--- src/sv/prsl_pkg.sv ---
// ----------------------------------------------------------------------------
// prsl_pkg: shared types and constants of the ring slope limiter
// Cell and neighbor-triple types, field widths and default parameter values.
// ----------------------------------------------------------------------------
`default_nettype none

package prsl_pkg;

    // Default parameter values
    localparam int DEFAULT_MAX_RING_CELLS = 4096;
    localparam int DEFAULT_FRAC_BITS      = 16;

    // Field widths
    localparam int VAL_W   = 32;   // cell value, signed
    localparam int WID_W   = 31;   // cell width, unsigned
    localparam int DIFF_W  = 33;   // difference of two values, and its magnitude
    localparam int DEN_W   = 33;   // up to four widths summed
    localparam int THETA_W = 5;
    localparam int POS_W   = 12;
    localparam int SLOPE_W = 32;

    // Stream data widths, padded to whole bytes
    localparam int IN_TDATA_W  = 64;
    localparam int OUT_TDATA_W = 48;

    // Theta is held in eighths
    localparam int MM_SHIFT = 3;
    localparam logic [THETA_W-1:0] THETA_RESET = 5'd12;

    typedef struct packed {
        logic signed [VAL_W-1:0] value;
        logic [WID_W-1:0]        width;
    } t_cell;

    // Left neighbor, the cell itself, right neighbor
    typedef struct packed {
        t_cell left;
        t_cell centre;
        t_cell right;
    } t_triple;

endpackage

`default_nettype wire

--- src/sv/prsl_div.sv ---
// ----------------------------------------------------------------------------
// prsl_div: shared radix-2 restoring divider
// Divides a magnitude scaled by 2^(FRAC_BITS+1) by a width sum, one quotient
// bit per cycle. A zero divisor yields a zero quotient.
// ----------------------------------------------------------------------------
`default_nettype none

module prsl_div #(
    parameter int FRAC_BITS = prsl_pkg::DEFAULT_FRAC_BITS
) (
    input  wire logic                         i_clk,
    input  wire logic                         i_rst_n,
    input  wire logic                         i_start,
    input  wire logic [prsl_pkg::DIFF_W-1:0]  i_num,
    input  wire logic [prsl_pkg::DEN_W-1:0]   i_den,
    output logic                              o_done,
    output logic [prsl_pkg::DIFF_W+FRAC_BITS:0] o_quo
);

    localparam int QW    = prsl_pkg::DIFF_W + FRAC_BITS + 1;
    localparam int DEN_W = prsl_pkg::DEN_W;
    localparam int CNT_W = $clog2(QW + 1);

    logic [QW-1:0]    r_dvd;
    logic [QW-1:0]    r_quo;
    logic [DEN_W-1:0] r_rem;
    logic [DEN_W-1:0] r_den;
    logic             r_den_zero;
    logic [CNT_W-1:0] r_cnt;
    logic             r_busy;
    logic             r_done;

    logic [DEN_W+1:0] w_trial;
    logic             w_ge;

    // Trial subtract of the divisor from the shifted partial remainder
    assign w_trial = {1'b0, r_rem, r_dvd[QW-1]} - {2'b00, r_den};
    assign w_ge    = !w_trial[DEN_W+1];

    // Iterate one quotient bit per cycle
    always_ff @(posedge i_clk) begin
        if (!i_rst_n) begin
            r_busy <= 1'b0;
            r_done <= 1'b0;
            r_cnt  <= '0;
        end else begin
            r_done <= 1'b0;
            if (i_start) begin
                r_busy <= 1'b1;
                r_cnt  <= CNT_W'(QW);
            end else if (r_busy) begin
                r_cnt <= r_cnt - 1'b1;
                if (r_cnt == CNT_W'(1)) begin
                    r_busy <= 1'b0;
                    r_done <= 1'b1;
                end
            end
        end
    end

    // Operand and partial result registers
    always_ff @(posedge i_clk) begin
        if (i_start) begin
            r_dvd      <= {i_num, {(FRAC_BITS + 1){1'b0}}};
            r_quo      <= '0;
            r_rem      <= '0;
            r_den      <= i_den;
            r_den_zero <= (i_den == '0);
        end else if (r_busy) begin
            r_dvd <= {r_dvd[QW-2:0], 1'b0};
            r_quo <= {r_quo[QW-2:0], w_ge};
            if (w_ge) begin
                r_rem <= w_trial[DEN_W-1:0];
            end else begin
                r_rem <= {r_rem[DEN_W-2:0], r_dvd[QW-1]};
            end
        end
    end

    assign o_done = r_done;
    assign o_quo  = r_den_zero ? '0 : r_quo;

endmodule

`default_nettype wire

--- src/sv/prsl_limit.sv ---
// ----------------------------------------------------------------------------
// prsl_limit: limited slope of one cell
// Runs the left, right and centered slopes through the shared divider,
// scales the side slopes by theta, takes the generalized minmod over two
// compare steps and saturates the result to 32 bits.
// ----------------------------------------------------------------------------
`default_nettype none

module prsl_limit #(
    parameter int FRAC_BITS = prsl_pkg::DEFAULT_FRAC_BITS
) (
    input  wire logic                          i_clk,
    input  wire logic                          i_rst_n,
    input  wire logic                          i_start,
    input  wire prsl_pkg::t_triple             i_cells,   // held for the whole run
    input  wire logic [prsl_pkg::THETA_W-1:0]  i_theta,
    output logic                               o_done,
    output logic signed [prsl_pkg::SLOPE_W-1:0] o_slope
);

    localparam int QW    = prsl_pkg::DIFF_W + FRAC_BITS + 1;
    localparam int TW    = prsl_pkg::THETA_W;
    localparam int PRW   = QW + TW;
    localparam int SH    = prsl_pkg::MM_SHIFT;
    localparam int QV_W  = PRW - SH;
    localparam int DW    = prsl_pkg::DIFF_W;
    localparam int DEN_W = prsl_pkg::DEN_W;
    localparam int VW    = prsl_pkg::VAL_W;

    // Sequencer states
    localparam logic [2:0] S_IDLE  = 3'd0;
    localparam logic [2:0] S_PREP  = 3'd1;
    localparam logic [2:0] S_ISSUE = 3'd2;
    localparam logic [2:0] S_WAIT  = 3'd3;
    localparam logic [2:0] S_MM1   = 3'd4;
    localparam logic [2:0] S_MM2   = 3'd5;
    localparam logic [2:0] S_SAT   = 3'd6;

    // Slope selectors
    localparam logic [1:0] SEL_L = 2'd0;
    localparam logic [1:0] SEL_R = 2'd1;
    localparam logic [1:0] SEL_C = 2'd2;

    logic [2:0]       r_state;
    logic [1:0]       r_sel;
    logic [DW-1:0]    r_diff;
    logic [DEN_W-1:0] r_den;
    logic [2:0]       r_sgn;
    logic [PRW-1:0]   r_mag [3];
    logic             r_m_sgn;
    logic [PRW-1:0]   r_m_mag;
    logic             r_done;
    logic signed [VW-1:0] r_slope;

    logic [VW-1:0]    w_x;
    logic [VW-1:0]    w_y;
    logic [DW-1:0]    w_diff;
    logic [DEN_W-1:0] w_den;
    logic [DW-1:0]    w_num;
    logic             w_div_done;
    logic [QW-1:0]    w_quo;
    logic [PRW-1:0]   w_prod;
    logic [PRW-1:0]   w_eight;

    logic             w_opp_ab;
    logic             w_opp_bc;
    logic [PRW-1:0]   w_base_mag;
    logic             w_base_sgn;
    logic [PRW-1:0]   w_cand_mag;
    logic             w_cand_sgn;
    logic [QV_W-1:0]  w_q8;
    logic             w_big;
    logic [VW-1:0]    w_sat;

    // Pick the difference and width sum of the current slope
    always_comb begin
        case (r_sel)
            SEL_L: begin
                w_x   = i_cells.centre.value;
                w_y   = i_cells.left.value;
                w_den = {2'b00, i_cells.left.width} + {2'b00, i_cells.centre.width};
            end
            SEL_R: begin
                w_x   = i_cells.right.value;
                w_y   = i_cells.centre.value;
                w_den = {2'b00, i_cells.right.width} + {2'b00, i_cells.centre.width};
            end
            default: begin
                w_x   = i_cells.right.value;
                w_y   = i_cells.left.value;
                w_den = {2'b00, i_cells.left.width} + {2'b00, i_cells.right.width}
                      + {1'b0, i_cells.centre.width, 1'b0};
            end
        endcase
    end

    assign w_diff = {w_x[VW-1], w_x} - {w_y[VW-1], w_y};
    assign w_num  = r_diff[DW-1] ? (DW'(0) - r_diff) : r_diff;

    prsl_div #(
        .FRAC_BITS (FRAC_BITS)
    ) u_div (
        .i_clk   (i_clk),
        .i_rst_n (i_rst_n),
        .i_start (r_state == S_ISSUE),
        .i_num   (w_num),
        .i_den   (r_den),
        .o_done  (w_div_done),
        .o_quo   (w_quo)
    );

    // Scale the quotient: theta for the side slopes, eight for the center one
    assign w_prod  = {{QW{1'b0}}, i_theta} * {{TW{1'b0}}, w_quo};
    assign w_eight = {{(TW - SH){1'b0}}, w_quo, {SH{1'b0}}};

    // Minmod operands: a is the left slope, b the center one, c the right one
    assign w_opp_ab = (r_mag[SEL_L] != '0) && (r_mag[SEL_C] != '0)
                   && (r_sgn[SEL_L] != r_sgn[SEL_C]);
    assign w_opp_bc = (r_mag[SEL_C] != '0) && (r_mag[SEL_R] != '0)
                   && (r_sgn[SEL_C] != r_sgn[SEL_R]);

    // One shared magnitude compare, used in both minmod steps
    always_comb begin
        if (r_state == S_MM1) begin
            w_base_mag = w_opp_ab ? '0 : r_mag[SEL_L];
            w_base_sgn = !w_opp_ab && r_sgn[SEL_L];
            w_cand_mag = r_mag[SEL_C];
            w_cand_sgn = r_sgn[SEL_C];
        end else begin
            w_base_mag = w_opp_bc ? '0 : r_m_mag;
            w_base_sgn = !w_opp_bc && r_m_sgn;
            w_cand_mag = r_mag[SEL_R];
            w_cand_sgn = r_sgn[SEL_R];
        end
    end

    // Drop the eighths, truncating toward zero, then saturate
    assign w_q8  = r_m_mag[PRW-1:SH];
    assign w_big = |w_q8[QV_W-1:VW-1];

    always_comb begin
        if (r_m_sgn) begin
            w_sat = w_big ? {1'b1, {(VW - 1){1'b0}}} : (VW'(0) - w_q8[VW-1:0]);
        end else begin
            w_sat = w_big ? {1'b0, {(VW - 1){1'b1}}} : w_q8[VW-1:0];
        end
    end

    // Sequencer
    always_ff @(posedge i_clk) begin
        if (!i_rst_n) begin
            r_state <= S_IDLE;
            r_sel   <= SEL_L;
            r_done  <= 1'b0;
        end else begin
            r_done <= 1'b0;
            case (r_state)
                S_IDLE: begin
                    if (i_start) begin
                        r_sel   <= SEL_L;
                        r_state <= S_PREP;
                    end
                end
                S_PREP:  r_state <= S_ISSUE;
                S_ISSUE: r_state <= S_WAIT;
                S_WAIT: begin
                    if (w_div_done) begin
                        if (r_sel == SEL_C) begin
                            r_state <= S_MM1;
                        end else begin
                            r_sel   <= r_sel + 1'b1;
                            r_state <= S_PREP;
                        end
                    end
                end
                S_MM1: r_state <= S_MM2;
                S_MM2: r_state <= S_SAT;
                S_SAT: begin
                    r_done  <= 1'b1;
                    r_state <= S_IDLE;
                end
                default: r_state <= S_IDLE;
            endcase
        end
    end

    // Datapath registers
    always_ff @(posedge i_clk) begin
        if (r_state == S_PREP) begin
            r_diff <= w_diff;
            r_den  <= w_den;
        end
        if ((r_state == S_WAIT) && w_div_done) begin
            r_sgn[r_sel] <= r_diff[DW-1];
            r_mag[r_sel] <= (r_sel == SEL_C) ? w_eight : w_prod;
        end
        if ((r_state == S_MM1) || (r_state == S_MM2)) begin
            if (w_cand_mag < w_base_mag) begin
                r_m_mag <= w_cand_mag;
                r_m_sgn <= w_cand_sgn;
            end else begin
                r_m_mag <= w_base_mag;
                r_m_sgn <= w_base_sgn;
            end
        end
        if (r_state == S_SAT) begin
            r_slope <= w_sat;
        end
    end

    assign o_done  = r_done;
    assign o_slope = r_slope;

endmodule

`default_nettype wire

--- src/sv/periodic_ring_plm_slope_limiter_top.sv ---
// Results: each computed result runs through the shared radix-2 divider, which yields one
//   quotient bit per cycle.
// Cells: one cell is in work at a time; a closing cell of a ring of three or more costs three
//   results, cells 0 and 1 of a ring need no division. Input and theta wait while a cell is in work.
// Reset: synchronous, active low; clears the sequencer, the ring count and the output
//   register, and loads theta with 12 (1.5). No clearing pass.
// ----------------------------------------------------------------------------
// periodic_ring_plm_slope_limiter_top: periodic ring PLM slope limiter
// Holds the first two and the two latest cells of a ring, forms the neighbor triples
// and emits the generalized-minmod slope of each cell, cell 0 last in rings of three or more.
// ----------------------------------------------------------------------------
`default_nettype none

module periodic_ring_plm_slope_limiter_top #(
    parameter int MAX_RING_CELLS = prsl_pkg::DEFAULT_MAX_RING_CELLS,
    parameter int FRAC_BITS      = prsl_pkg::DEFAULT_FRAC_BITS
) (
    input  wire logic                               i_clk,
    input  wire logic                               i_rst_n,
    // Cell input
    input  wire logic                               s_axis_tvalid,
    output logic                                    s_axis_tready,
    input  wire logic [prsl_pkg::IN_TDATA_W-1:0]    s_axis_tdata,  // cell_value, cell_width
    input  wire logic                               s_axis_tlast,  // last_in_ring
    // Slope output
    output logic                                    m_axis_tvalid,
    input  wire logic                               m_axis_tready,
    output logic [prsl_pkg::OUT_TDATA_W-1:0]        m_axis_tdata,  // limited_slope, cell_position
    output logic                                    m_axis_tlast,  // last_of_ring
    // Theta write
    input  wire logic                               i_cfg_valid,
    output logic                                    o_cfg_ready,
    input  wire logic [prsl_pkg::THETA_W-1:0]       i_cfg_data
);

    localparam int CW    = (MAX_RING_CELLS > 2) ? $clog2(MAX_RING_CELLS) : 1;
    localparam int POS_W = prsl_pkg::POS_W;
    localparam int PW    = (CW > POS_W) ? CW : POS_W;
    localparam int VW    = prsl_pkg::VAL_W;
    localparam int WW    = prsl_pkg::WID_W;
    localparam int PAD_W = prsl_pkg::OUT_TDATA_W - prsl_pkg::SLOPE_W - POS_W;

    // Sequencer states
    localparam logic [2:0] T_IDLE  = 3'd0;
    localparam logic [2:0] T_START = 3'd1;
    localparam logic [2:0] T_WAIT  = 3'd2;
    localparam logic [2:0] T_EMIT  = 3'd3;
    localparam logic [2:0] T_FIN   = 3'd4;

    logic [2:0]                      r_state;
    logic [CW-1:0]                   r_cnt;
    logic [CW-1:0]                   r_k;
    logic                            r_big;
    logic [1:0]                      r_job;
    logic [1:0]                      r_njob;
    logic [prsl_pkg::THETA_W-1:0]    r_theta;
    prsl_pkg::t_cell                 r_first;
    prsl_pkg::t_cell                 r_second;
    prsl_pkg::t_cell                 r_older;
    prsl_pkg::t_cell                 r_newer;
    prsl_pkg::t_cell                 r_cur;
    logic                            r_cur_last;
    logic signed [VW-1:0]            r_res;
    logic                            r_out_valid;
    logic signed [VW-1:0]            r_out_slope;
    logic [POS_W-1:0]                r_out_pos;
    logic                            r_out_last;

    logic                            w_in_acc;
    prsl_pkg::t_cell                 w_in_cell;
    logic [1:0]                      w_njob;
    prsl_pkg::t_triple               w_triple;
    logic                            w_lim_done;
    logic signed [VW-1:0]            w_lim_slope;
    logic [PW-1:0]                   w_kx;
    logic [PW-1:0]                   w_km1;
    logic [POS_W-1:0]                w_pos;
    logic                            w_last_job;
    logic                            w_load;

    assign w_in_acc        = s_axis_tvalid && s_axis_tready;
    assign w_in_cell.value = s_axis_tdata[VW-1:0];
    assign w_in_cell.width = s_axis_tdata[VW+WW-1:VW];

    // Results owed by the incoming cell
    always_comb begin
        if ({1'b0, r_cnt} >= (CW + 1)'(2)) begin
            w_njob = s_axis_tlast ? 2'd3 : 2'd1;
        end else if (!s_axis_tlast) begin
            w_njob = 2'd0;
        end else begin
            w_njob = (r_cnt == CW'(1)) ? 2'd2 : 2'd1;
        end
    end

    // Neighbor triple of the current result
    always_comb begin
        case (r_job)
            2'd0:    w_triple = '{left: r_older, centre: r_newer, right: r_cur};
            2'd1:    w_triple = '{left: r_newer, centre: r_cur, right: r_first};
            default: w_triple = '{left: r_cur, centre: r_first, right: r_second};
        endcase
    end

    // Position of the current result
    assign w_kx  = PW'(r_k);
    assign w_km1 = w_kx - 1'b1;

    always_comb begin
        if (r_big) begin
            case (r_job)
                2'd0:    w_pos = w_km1[POS_W-1:0];
                2'd1:    w_pos = w_kx[POS_W-1:0];
                default: w_pos = '0;
            endcase
        end else begin
            w_pos = POS_W'(r_job);
        end
    end

    assign w_last_job = (r_job == (r_njob - 1'b1));
    assign w_load     = (r_state == T_EMIT) && (!r_out_valid || m_axis_tready);

    prsl_limit #(
        .FRAC_BITS (FRAC_BITS)
    ) u_limit (
        .i_clk   (i_clk),
        .i_rst_n (i_rst_n),
        .i_start ((r_state == T_START) && r_big),
        .i_cells (w_triple),
        .i_theta (r_theta),
        .o_done  (w_lim_done),
        .o_slope (w_lim_slope)
    );

    // Sequencer over the results of one cell
    always_ff @(posedge i_clk) begin
        if (!i_rst_n) begin
            r_state <= T_IDLE;
            r_job   <= '0;
            r_njob  <= '0;
        end else begin
            case (r_state)
                T_IDLE: begin
                    if (w_in_acc) begin
                        r_job   <= '0;
                        r_njob  <= w_njob;
                        r_state <= (w_njob == 2'd0) ? T_FIN : T_START;
                    end
                end
                T_START: r_state <= r_big ? T_WAIT : T_EMIT;
                T_WAIT: begin
                    if (w_lim_done) begin
                        r_state <= T_EMIT;
                    end
                end
                T_EMIT: begin
                    if (w_load) begin
                        if (w_last_job) begin
                            r_state <= T_FIN;
                        end else begin
                            r_job   <= r_job + 1'b1;
                            r_state <= T_START;
                        end
                    end
                end
                T_FIN:   r_state <= T_IDLE;
                default: r_state <= T_IDLE;
            endcase
        end
    end

    // Capture the cell and its place in the ring
    always_ff @(posedge i_clk) begin
        if (w_in_acc) begin
            r_cur      <= w_in_cell;
            r_cur_last <= s_axis_tlast;
            r_k        <= r_cnt;
            r_big      <= ({1'b0, r_cnt} >= (CW + 1)'(2));
        end
        if (r_state == T_START) begin
            r_res <= '0;
        end else if ((r_state == T_WAIT) && w_lim_done) begin
            r_res <= w_lim_slope;
        end
    end

    // Advance the ring state once the cell's results are out
    always_ff @(posedge i_clk) begin
        if (!i_rst_n) begin
            r_cnt    <= '0;
            r_first  <= '0;
            r_second <= '0;
            r_older  <= '0;
            r_newer  <= '0;
        end else if (r_state == T_FIN) begin
            if (r_k == '0) begin
                r_first <= r_cur;
            end
            if (r_k == CW'(1)) begin
                r_second <= r_cur;
            end
            if (r_cur_last) begin
                r_cnt <= '0;
            end else begin
                r_older <= r_newer;
                r_newer <= r_cur;
                if (r_k != CW'(MAX_RING_CELLS - 1)) begin
                    r_cnt <= r_k + 1'b1;
                end
            end
        end
    end

    // Output register
    always_ff @(posedge i_clk) begin
        if (!i_rst_n) begin
            r_out_valid <= 1'b0;
        end else if (w_load) begin
            r_out_valid <= 1'b1;
        end else if (m_axis_tready) begin
            r_out_valid <= 1'b0;
        end
    end

    always_ff @(posedge i_clk) begin
        if (w_load) begin
            r_out_slope <= r_res;
            r_out_pos   <= w_pos;
            r_out_last  <= r_cur_last && w_last_job;
        end
    end

    // Theta register, written on a transfer while no cell is in work
    always_ff @(posedge i_clk) begin
        if (!i_rst_n) begin
            r_theta <= prsl_pkg::THETA_RESET;
        end else if (i_cfg_valid && o_cfg_ready) begin
            r_theta <= i_cfg_data;
        end
    end

    assign s_axis_tready = (r_state == T_IDLE);
    assign m_axis_tvalid = r_out_valid;
    assign m_axis_tdata  = {{PAD_W{1'b0}}, r_out_pos, r_out_slope};
    assign m_axis_tlast  = r_out_last;
    assign o_cfg_ready   = (r_state == T_IDLE);

endmodule

`default_nettype wire

--- config.mk ---
export PLATFORM = sky130hd
export DESIGN_NAME = periodic_ring_plm_slope_limiter_top
export DESIGN_NICKNAME = d
export VERILOG_FILES = /design/src/sv/prsl_pkg.sv /design/src/sv/prsl_div.sv /design/src/sv/prsl_limit.sv /design/src/sv/periodic_ring_plm_slope_limiter_top.sv
export SDC_FILE = /design/constraint.sdc
export NUM_CORES = 2
export LEC_CHECK = 0
export ABC_AREA = 1
export BUFFER_PORTS_ARGS = -buffer_cell sky130_fd_sc_hd__buf_2
export CAP_MARGIN = 20
export CORE_MARGIN = 2
export CORE_UTILIZATION = 55
export CTS_CLUSTER_SIZE = 8
export DETAILED_ROUTE_END_ITERATION = 8
export PLACE_DENSITY = 0.83
export SLEW_MARGIN = 25
export SYNTH_ARGS = -nofsm -noshare
export SYNTH_HDL_FRONTEND = slang
export SYNTH_SLANG_ARGS = --single-unit
--- constraint.sdc ---
create_clock -name i_clk -period 6.58 [get_ports i_clk]
set_input_delay 0.987 -clock i_clk [delete_from_list [all_inputs] [get_ports i_clk]]
set_output_delay 0.987 -clock i_clk [all_outputs]
set_load 0.01 [all_outputs]
==> impl_metrics.tcl <==
set metrics [dict create \
    timing.reg2reg.setup_slack_ns 0.48 \
    htree_levels 4 \
    start_util_pct 55.2 \
    setup_viol 0 \
    via_count 51700 \
    fin_crit_ns 6.10 \
    crit_cells 26 \
    cts_inserted_buffers 133 \
    drt-initial-drc-count 4985 \
    crit_path_frequent_cell "nand2_1" \
    p_leak_uw 0.0270 \
    grt_pass1_vias 49500 \
    seq_power_share_pct 30.0 \
    rsz0062_at_grt "false" \
    netlist_area_sq_mm 0.0579 \
    syn_avg_cell_area_sq_um 7.91 \
    cts_setup_buffers 0 \
    setup_tns_ns 0 \
    cts_resized 0 \
    whs_ns 0.430 \
    cpMaxStageDelayCell "ha_1" \
    slowest_delay_ns 0.81 \
    start_kind "flip-flop" \
    max_cap_violations 0 \
    synth-xor-area-share_pct 2.37 \
    vdd_drop_max_mv 0.312 \
    finalHoldViolations 0 \
    critPathArrivalTime_ns 6.66 \
    post-dp-hpwl_mm 110 \
    cts_tree "built" \
    synth_top_family_by_area "compound AO/OA/AOI/OAI gates" \
    synth_seq_cells 917 \
    most-common-layout-cells "nand2_1, inv_1, nor2_1" \
    slew_viol_final 0 \
    cts_hold_buf 0 \
    dr.pass1.iters 6 \
    area_delta_synth_final_pct 9.66 \
    path_max_fanout 18 \
    grt_pass1_wl_mm 249 \
    path_class "reg2reg" \
    synth-main-ff-cell "edfxtp_1" \
    globalRouteTotalUtil_pct 28.3 \
    routed_wl_mm 156 \
    holdCritPathClass "in2reg" \
    hold-path-cell-count 1 \
    synth_simple_gate_area_share_pct 17.8 \
    ant_nets 0 \
    synth-compound-area-share_pct 19.2 \
    design.core.area_sq_mm 0.105 \
    wl_per_cell_um 17.7 \
    status "finished, final reports clean" \
    max_slew_margin_pct 27.8 \
    antenna_found_initial 2 \
    tightest_slew_ns 1.08 \
    ff2ff_path_depth 26 \
    switchingPower_uw 11200 \
    drive_above_1_share_pct 5.66 \
    swShare_pct 42.7 \
    clock_sinks 917 \
    fmax_mhz 164 \
    netlist_instances 7318 \
    worstPathRequired_ns 7.15 \
    cp-end-kind "flip-flop" \
    grt_max_degree 231 \
    ys_types 64 \
    overflow 0 \
    finClkSkew_ns 0.0254 \
    via_per_inst 5.87 \
    crit_buf_inv 5 \
    layout_commonest_cell "nand2_1" \
    seq_area_frac_synth_pct 40.5 \
    setup_slack_ns 0.484 \
    yosysWarnings 0 \
    num_rows 119 \
    pwr-share-comb_pct 45.8 \
    synth_fa_ha_area_share_pct 11.4 \
    die_w_um 328 \
    path_clk_slew_ns 0.05 \
    die_h_um 328 \
    dp_slack_ns 0.598 \
    clk_latency_ns 0.73 \
    yosys-mux-area-fraction_pct 0 \
    p_int_uw 15000 \
    clock_path_buffers 3 \
    n_fill_cell 8897 \
    cp_top_family "compound AO/OA/AOI/OAI gates" \
    die_area_sq_mm 0.108 \
    utilization_pct 60.6 \
    gp_congestion 0.968 \
    p_clk_share_pct 24.2 \
    num_io_pins 127 \
    p_per_area_mw_per_mm2 413 \
    period_share_pct 92.6 \
    ctsRootBufferMaster "clkbuf_16" \
    synth_edf_count 511 \
    numPortBuffers 121 \
    final_nets 7819 \
    async_flop_share_pct 0 \
    drc 0 \
]
==> cell type report <==
class	count	area [sq um]	area share [%]
Inverter	972	3660	5.76
Clock inverter	10	153	0.240
Multi-Input combinational cell	5093	29500	46.5
Clock buffer	224	3720	5.86
Sequential cell	917	23500	37.0
Antenna cell	1	2.50	0.00394
Tap cell	1391	1740	2.74
Timing Repair Buffer	190	1200	1.90
==> logic make-up after synthesis <==
| logic type | Yosys count |
|---|---|
| AO/OA/AOI/OAI | 1963 |
| XOR/XNOR | 157 |
| adder cells (fa/ha/maj) | 437 |
| buffers and inverters | 1311 |
| flip-flops | 917 |
| other | 1 |
| AND/OR/NAND/NOR | 2532 |
==> sequential cells by signal, indices dropped and copies added (netlist names), 50 cells and up <==
register             count
u_limit.r_m_mag         55
u_limit.r_mag          165
u_limit.u_div.r_quo     50
r_first                 63
r_second                63
r_cur                   63
r_older                 63
r_newer                 63
==> path summary, 6_finish.rpt <==
check / startpoint / end
worst max register to register: r_job[0] / u_limit.r_den[32]
worst max-delay path: r_job[0] / u_limit.r_den[32]
worst min-delay path: s_axis_tdata[30] / r_cur[61]
worst min register to register: r_res[8] / r_out_slope[8]
==> power by group through the flow <==
stage | Clock [uW] | Combinational [uW] | Sequential [uW]
3_5_place_dp | 0 | 11700 | 7950
2_1_floorplan | 0 | 8710 | 7790
4_1_cts | 6430 | 11800 | 7850
6_report | 6350 | 12000 | 7860
5_1_grt | 6690 | 13300 | 7940
3_3_place_gp | 0 | 11400 | 7910
==> per-stage QoR <==
| stage | cell area [sq um] | instances | total power, uW |
|---|---|---|---|
| finish | 63500 | 8798 | 26200 |
| global route | 63500 | 8798 | 28000 |
| CTS | 63500 | 8797 | 26100 |
| detailed placement | 59600 | 8563 | 19600 |
| global placement | 59600 | 8563 | 19300 |
| floorplan | 57900 | 7321 | 16500 |
==> cell usage after synthesis, drive strengths merged, types with 2 or more instances <==
master,number,area [sq um]
nor3b,3,22.5
clkbuf,272,1020
fa,149,2980
nor3,61,330
a311oi,5,43.8
a2111oi,5,43.8
o21a,18,135
a22oi,82,616
o211a,2,20.0
clkinv,8,30.0
nor2,727,2740
xor2,98,858
xnor2,59,517
o21bai,32,240
nor4,32,206
o31ai,6,50.1
o311ai,2,17.5
o41ai,3,26.3
nand4,37,231
a21boi,16,120
a21o,29,218
a221oi,9,78.8
o22ai,45,282
buf,67,352
o211ai,23,178
o2111ai,27,236
a211oi,17,128
nand2,1338,5020
dfxtp,406,8130
edfxtp,511,15300
ha,288,3600
or2,36,225
a21oi,715,3590
a31oi,70,438
inv,964,3620
nand3b,7,52.6
nand3,279,1400
and2,4,25.0
o21ai,758,3800
o221ai,97,850
and3,4,25.0
==> metal layers <==
layer  part of all wire (%)  GRT usage (%)
met1                     41           36.3
met2                     48           47.4
met3                    7.4           4.07
met4                    4.5           13.4
met5                      0              0
Power figures use the tool's default switching activity.
